### config.mk
export PLATFORM = sky130hd
export DESIGN_NAME = bawf_back
export DESIGN_NICKNAME = d
export VERILOG_FILES = /design/src/rtl/bawf_pkg.sv /design/src/rtl/bawf_back.sv
export SDC_FILE = /design/constraint.sdc
export NUM_CORES = 2
export LEC_CHECK = 0
export ABC_AREA = 1
export CELL_PAD_IN_SITES_DETAIL_PLACEMENT = 0
export CELL_PAD_IN_SITES_GLOBAL_PLACEMENT = 1
export CORE_UTILIZATION = 50
export DETAILED_ROUTE_END_ITERATION = 8
export DONT_BUFFER_PORTS = 1
export GPL_TIMING_DRIVEN = 1
export MAX_ROUTING_LAYER = met4
export PLACE_DENSITY_LB_ADDON = 0.1
export REMOVE_ABC_BUFFERS = 1
export SLEW_MARGIN = 20
export SYNTH_ARGS = -nofsm -noshare
export SYNTH_HDL_FRONTEND = slang
export SYNTH_SLANG_ARGS = --single-unit
### constraint.sdc
create_clock -name clk -period 29.2 [get_ports clk]
set_input_delay 1.46 -clock clk [delete_from_list [all_inputs] [get_ports clk]]
set_output_delay 1.46 -clock clk [all_outputs]
set_load 0.02 [all_outputs]
### src/rtl/bawf_pkg.sv
package bawf_pkg;

    localparam int COORD_FRAC_BITS_DEF = 4;
    localparam int COEF_FRAC_BITS_DEF  = 14;

    localparam int FIELD_W  = 16;
    localparam int COEF_W   = 17;
    localparam int OFS_W    = 18;
    localparam int FRAME_W  = 13;
    localparam int CORNER_W = 19;
    localparam int PROD_W   = COEF_W + CORNER_W;
    localparam int CFG_DATA_W  = 18;
    localparam int CFG_INDEX_W = 4;

    localparam int QDEPTH = 4;
    localparam int QPTR_W = $clog2(QDEPTH);
    localparam int QCNT_W = $clog2(QDEPTH + 1);

    localparam logic [CFG_INDEX_W-1:0] REG_COEF_XX      = 4'd0;
    localparam logic [CFG_INDEX_W-1:0] REG_COEF_XY      = 4'd1;
    localparam logic [CFG_INDEX_W-1:0] REG_OFFSET_X     = 4'd2;
    localparam logic [CFG_INDEX_W-1:0] REG_COEF_YX      = 4'd3;
    localparam logic [CFG_INDEX_W-1:0] REG_COEF_YY      = 4'd4;
    localparam logic [CFG_INDEX_W-1:0] REG_OFFSET_Y     = 4'd5;
    localparam logic [CFG_INDEX_W-1:0] REG_FRAME_WIDTH  = 4'd6;
    localparam logic [CFG_INDEX_W-1:0] REG_FRAME_HEIGHT = 4'd7;

    typedef struct packed {
        logic [FIELD_W-1:0] class_id;
        logic [FIELD_W-1:0] center_x;
        logic [FIELD_W-1:0] center_y;
        logic [FIELD_W-1:0] box_width;
        logic [FIELD_W-1:0] box_height;
    } box_in_t;

    typedef struct packed {
        logic [FIELD_W-1:0] out_class;
        logic [FIELD_W-1:0] out_center_x;
        logic [FIELD_W-1:0] out_center_y;
        logic [FIELD_W-1:0] out_width;
        logic [FIELD_W-1:0] out_height;
    } box_out_t;

    typedef struct packed {
        logic signed [COEF_W-1:0] coef_xx;
        logic signed [COEF_W-1:0] coef_xy;
        logic signed [OFS_W-1:0]  offset_x;
        logic signed [COEF_W-1:0] coef_yx;
        logic signed [COEF_W-1:0] coef_yy;
        logic signed [OFS_W-1:0]  offset_y;
        logic [FRAME_W-1:0]       frame_width;
        logic [FRAME_W-1:0]       frame_height;
    } cfg_t;

    // mapped corner terms; x hull is min/max over (pxx*) plus min/max over (pxy*)
    typedef struct packed {
        logic [FIELD_W-1:0]       class_id;
        logic [FIELD_W-1:0]       box_width;
        logic [FIELD_W-1:0]       box_height;
        logic signed [PROD_W-1:0] pxx0;
        logic signed [PROD_W-1:0] pxx1;
        logic signed [PROD_W-1:0] pxy0;
        logic signed [PROD_W-1:0] pxy1;
        logic signed [PROD_W-1:0] pyx0;
        logic signed [PROD_W-1:0] pyx1;
        logic signed [PROD_W-1:0] pyy0;
        logic signed [PROD_W-1:0] pyy1;
    } terms_t;

endpackage

### src/rtl/bawf_back.sv
module bawf_back #(
    parameter int COORD_FRAC_BITS = bawf_pkg::COORD_FRAC_BITS_DEF,
    parameter int COEF_FRAC_BITS  = bawf_pkg::COEF_FRAC_BITS_DEF
) (
    input  logic                   clk,
    input  logic                   rst_n,
    input  logic                   q_valid,
    input  bawf_pkg::terms_t       q_data,
    output logic                   pop,
    input  bawf_pkg::cfg_t         cfg,
    output logic                   out_valid,
    input  logic                   out_stall,
    output bawf_pkg::box_out_t     out_data
);
    import bawf_pkg::*;

    localparam int SH     = COEF_FRAC_BITS + 1;
    localparam int FBITS  = COORD_FRAC_BITS + COEF_FRAC_BITS + 1;
    localparam int OX_W   = OFS_W + SH;
    localparam int SUM_W  = ((PROD_W + 1 > OX_W) ? PROD_W + 1 : OX_W) + 1;
    localparam int LIM_W  = FRAME_W + FBITS;
    localparam int CL_W   = (SUM_W > LIM_W + 1) ? SUM_W : LIM_W + 1;
    localparam int Q_W    = FRAME_W + COORD_FRAC_BITS;
    localparam int SAT_W  = (Q_W + 1 > FIELD_W + 1) ? Q_W + 1 : FIELD_W + 1;
    localparam int AREA_W = 2 * Q_W;
    localparam int CMP_W  = (AREA_W + 4 > 2 * FIELD_W) ? AREA_W + 4 : 2 * FIELD_W;

    logic en;

    // stage C: hull selection
    logic                     vc_reg;
    logic [FIELD_W-1:0]       clsc_reg, wc_reg, hc_reg;
    logic signed [PROD_W-1:0] mnxa_reg, mnxb_reg, mxxa_reg, mxxb_reg;
    logic signed [PROD_W-1:0] mnya_reg, mnyb_reg, mxya_reg, mxyb_reg;
    // stage D: hull edges
    logic                     vd_reg;
    logic [FIELD_W-1:0]       clsd_reg, wd_reg, hd_reg;
    logic signed [SUM_W-1:0]  minx_reg, maxx_reg, miny_reg, maxy_reg;
    // stage E: clipped, quantized edges
    logic                     ve_reg;
    logic [FIELD_W-1:0]       clse_reg, we_reg, he_reg;
    logic [Q_W-1:0]           qx1_reg, qx2_reg, qy1_reg, qy2_reg;
    // stage F: sizes, centers, areas
    logic                     vf_reg;
    logic [FIELD_W-1:0]       clsf_reg;
    logic                     side_ok_reg;
    logic [AREA_W-1:0]        area_reg;
    logic [2*FIELD_W-1:0]     orig_area_reg;
    logic [FIELD_W-1:0]       ocx_reg, ocy_reg, ow_reg, oh_reg;
    // output register
    logic                     out_valid_reg;
    box_out_t                 out_data_reg;

    logic signed [SUM_W-1:0]  ox_ext, oy_ext;
    logic [Q_W-1:0]           qx1_next, qx2_next, qy1_next, qy2_next;
    logic [Q_W-1:0]           nw, nh;
    logic [SAT_W-1:0]         cx_half, cy_half, nw_ext, nh_ext;
    logic [CMP_W-1:0]         area_ten;
    logic                     keep;

    assign en        = !out_valid_reg || !out_stall;
    assign pop       = en && q_valid;
    assign out_valid = out_valid_reg;
    assign out_data  = out_data_reg;

    assign ox_ext = SUM_W'(cfg.offset_x) <<< SH;
    assign oy_ext = SUM_W'(cfg.offset_y) <<< SH;

    function automatic logic [Q_W-1:0] clip_q(input logic signed [SUM_W-1:0] v,
                                             input logic [FRAME_W-1:0] frame);
        logic signed [CL_W-1:0] vx;
        logic [CL_W-1:0]        lim;
        logic [CL_W-1:0]        c;
        vx  = CL_W'(v);
        lim = CL_W'(frame) << FBITS;
        if (vx < 0)
            c = '0;
        else if (vx > $signed(lim))
            c = lim;
        else
            c = vx;
        return Q_W'(c >> SH);
    endfunction

    assign qx1_next = clip_q(minx_reg, cfg.frame_width);
    assign qx2_next = clip_q(maxx_reg, cfg.frame_width);
    assign qy1_next = clip_q(miny_reg, cfg.frame_height);
    assign qy2_next = clip_q(maxy_reg, cfg.frame_height);

    assign nw      = qx2_reg - qx1_reg;
    assign nh      = qy2_reg - qy1_reg;
    assign cx_half = SAT_W'(((Q_W+1)'(qx1_reg) + (Q_W+1)'(qx2_reg)) >> 1);
    assign cy_half = SAT_W'(((Q_W+1)'(qy1_reg) + (Q_W+1)'(qy2_reg)) >> 1);
    assign nw_ext  = SAT_W'(nw);
    assign nh_ext  = SAT_W'(nh);

    assign area_ten = (CMP_W'(area_reg) << 3) + (CMP_W'(area_reg) << 1);
    assign keep = side_ok_reg &&
                  !((orig_area_reg != '0) && (area_ten < CMP_W'(orig_area_reg)));

    always_ff @(posedge clk or negedge rst_n)
    begin
        if (!rst_n)
        begin
            vc_reg        <= 1'b0;
            vd_reg        <= 1'b0;
            ve_reg        <= 1'b0;
            vf_reg        <= 1'b0;
            out_valid_reg <= 1'b0;
        end
        else if (en)
        begin
            vc_reg        <= q_valid;
            vd_reg        <= vc_reg;
            ve_reg        <= vd_reg;
            vf_reg        <= ve_reg;
            out_valid_reg <= vf_reg && keep;
        end
    end

    always_ff @(posedge clk)
    begin
        if (en)
        begin
            clsc_reg <= q_data.class_id;
            wc_reg   <= q_data.box_width;
            hc_reg   <= q_data.box_height;
            mnxa_reg <= (q_data.pxx0 < q_data.pxx1) ? q_data.pxx0 : q_data.pxx1;
            mxxa_reg <= (q_data.pxx0 < q_data.pxx1) ? q_data.pxx1 : q_data.pxx0;
            mnxb_reg <= (q_data.pxy0 < q_data.pxy1) ? q_data.pxy0 : q_data.pxy1;
            mxxb_reg <= (q_data.pxy0 < q_data.pxy1) ? q_data.pxy1 : q_data.pxy0;
            mnya_reg <= (q_data.pyx0 < q_data.pyx1) ? q_data.pyx0 : q_data.pyx1;
            mxya_reg <= (q_data.pyx0 < q_data.pyx1) ? q_data.pyx1 : q_data.pyx0;
            mnyb_reg <= (q_data.pyy0 < q_data.pyy1) ? q_data.pyy0 : q_data.pyy1;
            mxyb_reg <= (q_data.pyy0 < q_data.pyy1) ? q_data.pyy1 : q_data.pyy0;

            clsd_reg <= clsc_reg;
            wd_reg   <= wc_reg;
            hd_reg   <= hc_reg;
            minx_reg <= SUM_W'(mnxa_reg) + SUM_W'(mnxb_reg) + ox_ext;
            maxx_reg <= SUM_W'(mxxa_reg) + SUM_W'(mxxb_reg) + ox_ext;
            miny_reg <= SUM_W'(mnya_reg) + SUM_W'(mnyb_reg) + oy_ext;
            maxy_reg <= SUM_W'(mxya_reg) + SUM_W'(mxyb_reg) + oy_ext;

            clse_reg <= clsd_reg;
            we_reg   <= wd_reg;
            he_reg   <= hd_reg;
            qx1_reg  <= qx1_next;
            qx2_reg  <= qx2_next;
            qy1_reg  <= qy1_next;
            qy2_reg  <= qy2_next;

            clsf_reg      <= clse_reg;
            side_ok_reg   <= (nw >= (Q_W'(2) << COORD_FRAC_BITS)) &&
                             (nh >= (Q_W'(2) << COORD_FRAC_BITS));
            area_reg      <= AREA_W'(nw) * AREA_W'(nh);
            orig_area_reg <= (2*FIELD_W)'(we_reg) * (2*FIELD_W)'(he_reg);
            ocx_reg <= (cx_half > SAT_W'(16'hFFFF)) ? 16'hFFFF : cx_half[FIELD_W-1:0];
            ocy_reg <= (cy_half > SAT_W'(16'hFFFF)) ? 16'hFFFF : cy_half[FIELD_W-1:0];
            ow_reg  <= (nw_ext > SAT_W'(16'hFFFF)) ? 16'hFFFF : nw_ext[FIELD_W-1:0];
            oh_reg  <= (nh_ext > SAT_W'(16'hFFFF)) ? 16'hFFFF : nh_ext[FIELD_W-1:0];

            out_data_reg.out_class    <= clsf_reg;
            out_data_reg.out_center_x <= ocx_reg;
            out_data_reg.out_center_y <= ocy_reg;
            out_data_reg.out_width    <= ow_reg;
            out_data_reg.out_height   <= oh_reg;
        end
    end

endmodule

==> results.toml <==
[critical_path]
cpPeakStageDelay_ns = 0.70
crit_path_top_delay_cell = "inv_1"
start_kind = "register"
required_ns = 29.75
cp_max_fo = 11
startpoint = "qx2_reg[5]"
reg2reg_setup_slack_ns = 20.66
reg2reg_to = "area_reg[32]"
worstSetupPathType = "reg -> reg"
path_buf_inv = 6
arrival_ns = 9.09
critPathCaptureType = "register"
worstRegToRegCells = 29
cpMostUsedCell = "nand2_1"
cp_top_family = "adder cells"
r2r_start = "qx2_reg[5]"

[timing]
fmax_mhz = 117.2
hold_violations = 0
period_share_pct = 29.23
finalClockSkew_ns = 0.02686
rsz0062_at_grt = "no"
fin_tns_setup_ns = 0
relSlewSlack_pct = 21.63
tightest_slew_ns = 1.176
slew_violations = 0
setup_violations = 0
period_needed_ns = 8.536

[floorplanning]
start_util_pct = 50.40
fp.coreArea_sq_mm = 0.1435
io_pins = 552
rows = 139
dieArea_sq_mm = 0.1461
fp.dieH_um = 382.3
dieWidth_um = 382.3

[clock_network]
cts_resized = 0
cts_max_level = 3
cts_buffers = 99
cts-root-buf = "clkbuf_16"
clockBufferDepth = 3
cts_setup_buffers = 0
insertion_delay_ns = 0.74
cts_tree = "yes"
holdBufCountCts = 0
clock-sinks = 884
clkTransAtPathRegs_ns = 0.06

[route]
final_antenna_net_count = 0
drt_iter0_drc = 3584
via_per_inst = 5.431
drc = 0
vias = 53510
wl_per_cell_um = 20.51
routed_wl_mm = 202.1
dr.pass1.iters = 6

[synth]
yosys.area_share.simple_pct = 16.66
synth_cells = 7915
yosysTopAreaCell = "edfxtp_1"
synth.distinct_cells = 61
ys_seq_area_share_pct = 36.67
synthTopCellsByArea = "edfxtp_1, fa_1, ha_1"
synthArstFlopShare_pct = 0.5656
synth_top_area_share_pct = 36.50
synth_top_family_by_area = "adder cells"
netlist_area_sq_mm = 0.07231
synth_compound_area_share_pct = 8.461
synthMuxAreaShare_pct = 0.04672
ys_ff_latch = 884
synth-edff-count = 879
avgSynthCellArea_sq_um = 9.136
synth_ff_type = "edfxtp_1"
synth_fa_ha_area_share_pct = 26.90
yosys_warnings = 0
yosys.area_share.xor_xnor_pct = 2.912

[global_routing]
grt_usage_pct = 28.46
grt_max_degree = 173
grt_pass1_vias = 53630
grt_pass1_wl_mm = 309.7
overflow = 0
antenna_found_initial = 9

[hold_path]
holdPathEnd = "clsd_reg[8]"
worstHoldStart = "clsc_reg[8]"
hold_path_class = "reg -> reg"
whs_path_depth = 0

[final_layout]
drive_gt1_share_pct = 3.969
final_nets = 9572
area_growth_syn_to_layout_pct = 6.942
largest_reg_flops = 80

[place]
dpl.hpwl_mm = 164.4
gp_congestion = 0.9442
io_buffers = 0

[outcome]
status = "complete, no violations"

[job]
maxCapViolCount = 0
[cells in the final DEF, fill, tap and decap left out, drive strengths merged, types with 2 or more instances in the layout]
| cell | Yosys | final |
|---|---|---|
| diode | 0 | 12 |
| ha | 737 | 737 |
| o31ai | 7 | 7 |
| bufinv | 0 | 13 |
| fa | 511 | 511 |
| nor3 | 47 | 47 |
| or2 | 2 | 2 |
| o21bai | 26 | 26 |
| clkbuf | 112 | 113 |
| o21a | 34 | 34 |
| a221oi | 2 | 2 |
| a21oi | 468 | 468 |
| nor2 | 543 | 543 |
| a2111oi | 4 | 4 |
| nand3b | 5 | 5 |
| xor2 | 170 | 170 |
| dfrtp | 5 | 5 |
| a21boi | 33 | 33 |
| clkinvlp | 0 | 11 |
| and2 | 6 | 6 |
| nand2 | 1906 | 1906 |
| a31oi | 82 | 82 |
| a211oi | 7 | 7 |
| clkinv | 6 | 49 |
| buf | 86 | 36 |
| mux2 | 3 | 3 |
| o211ai | 16 | 16 |
| nor4b | 2 | 2 |
| nand3 | 338 | 338 |
| o31a | 3 | 3 |
| o21ai | 348 | 348 |
| o221ai | 15 | 15 |
| edfxtp | 879 | 879 |
| and3 | 3 | 3 |
| inv | 1324 | 1328 |
| nor4 | 39 | 39 |
| nand4 | 66 | 66 |
| xnor2 | 61 | 61 |
| a21o | 14 | 14 |
[logic make-up after synthesis]
logic type,Yosys count
AOI/OAI and AO/OA,1061
and+or+nand+nor,2960
xor gates and xnor gates,231
muxes,3
adders and majority gates,1248
buffers and inverters,1528
DFF,884
[worst max path at each step]
stage	to	slack, ns	cells past startpoint
after floorplan	pop	6.18	3
after global placement	area_reg[32]	20.82	33
after detailed placement	area_reg[32]	20.80	33
after CTS	area_reg[32]	20.77	33
after global routing	area_reg[31]	20.27	31
final	area_reg[32]	20.66	29
[stage by stage]
stage	instances	utilization, %	area (sq um)	setup slack [ns]	hold slack (ns)
after global placement	9656	51.55	73970	20.82	0.4002
after floorplan	7717	-	71270	6.179	0.4003
after detailed placement	9656	51.55	73970	20.80	0.4045
final	9852	53.90	77330	20.66	0.4127
after CTS	9840	53.88	77300	20.77	0.3675
after global routing	9852	53.90	77330	20.27	0.3998
[cell usage after synthesis (all sizes together), types with 6 or more instances]
master,instances
o21a,34
nor3,47
a211oi,7
clkbuf,112
nor4,39
nor2,543
o31ai,7
a31oi,82
nand3,338
a21oi,468
xor2,170
a21boi,33
a21o,14
clkinv,6
xnor2,61
o21bai,26
buf,86
fa,511
o211ai,16
and2,6
nand4,66
o221ai,15
nand2,1906
inv,1324
o21ai,348
edfxtp,879
ha,737
[layer usage]
layer	vias to the layer above	wire length [um]	track usage [%]
met3	240	12920	4.670
met5	-	0	-
met4	0	4307	6.696
met1	25940	91550	38.58
met2	1539	93310	44.73
li1	25800	-	-
[area by class of cell]
type	instances	area [sq um]
sequential	884	26520
tap	1903	2381
clock inverter	71	802.0
clock buffer	113	2530
timing repair buffer	36	295.3
fill	13250	66150
antenna	12	30.03
inverter	1330	4992
multi-input combinational	5503	39780
Power is left out: the tool's default activity adds up to more than one toggle a clock period on the data nets, which glitch-free logic cannot reach.
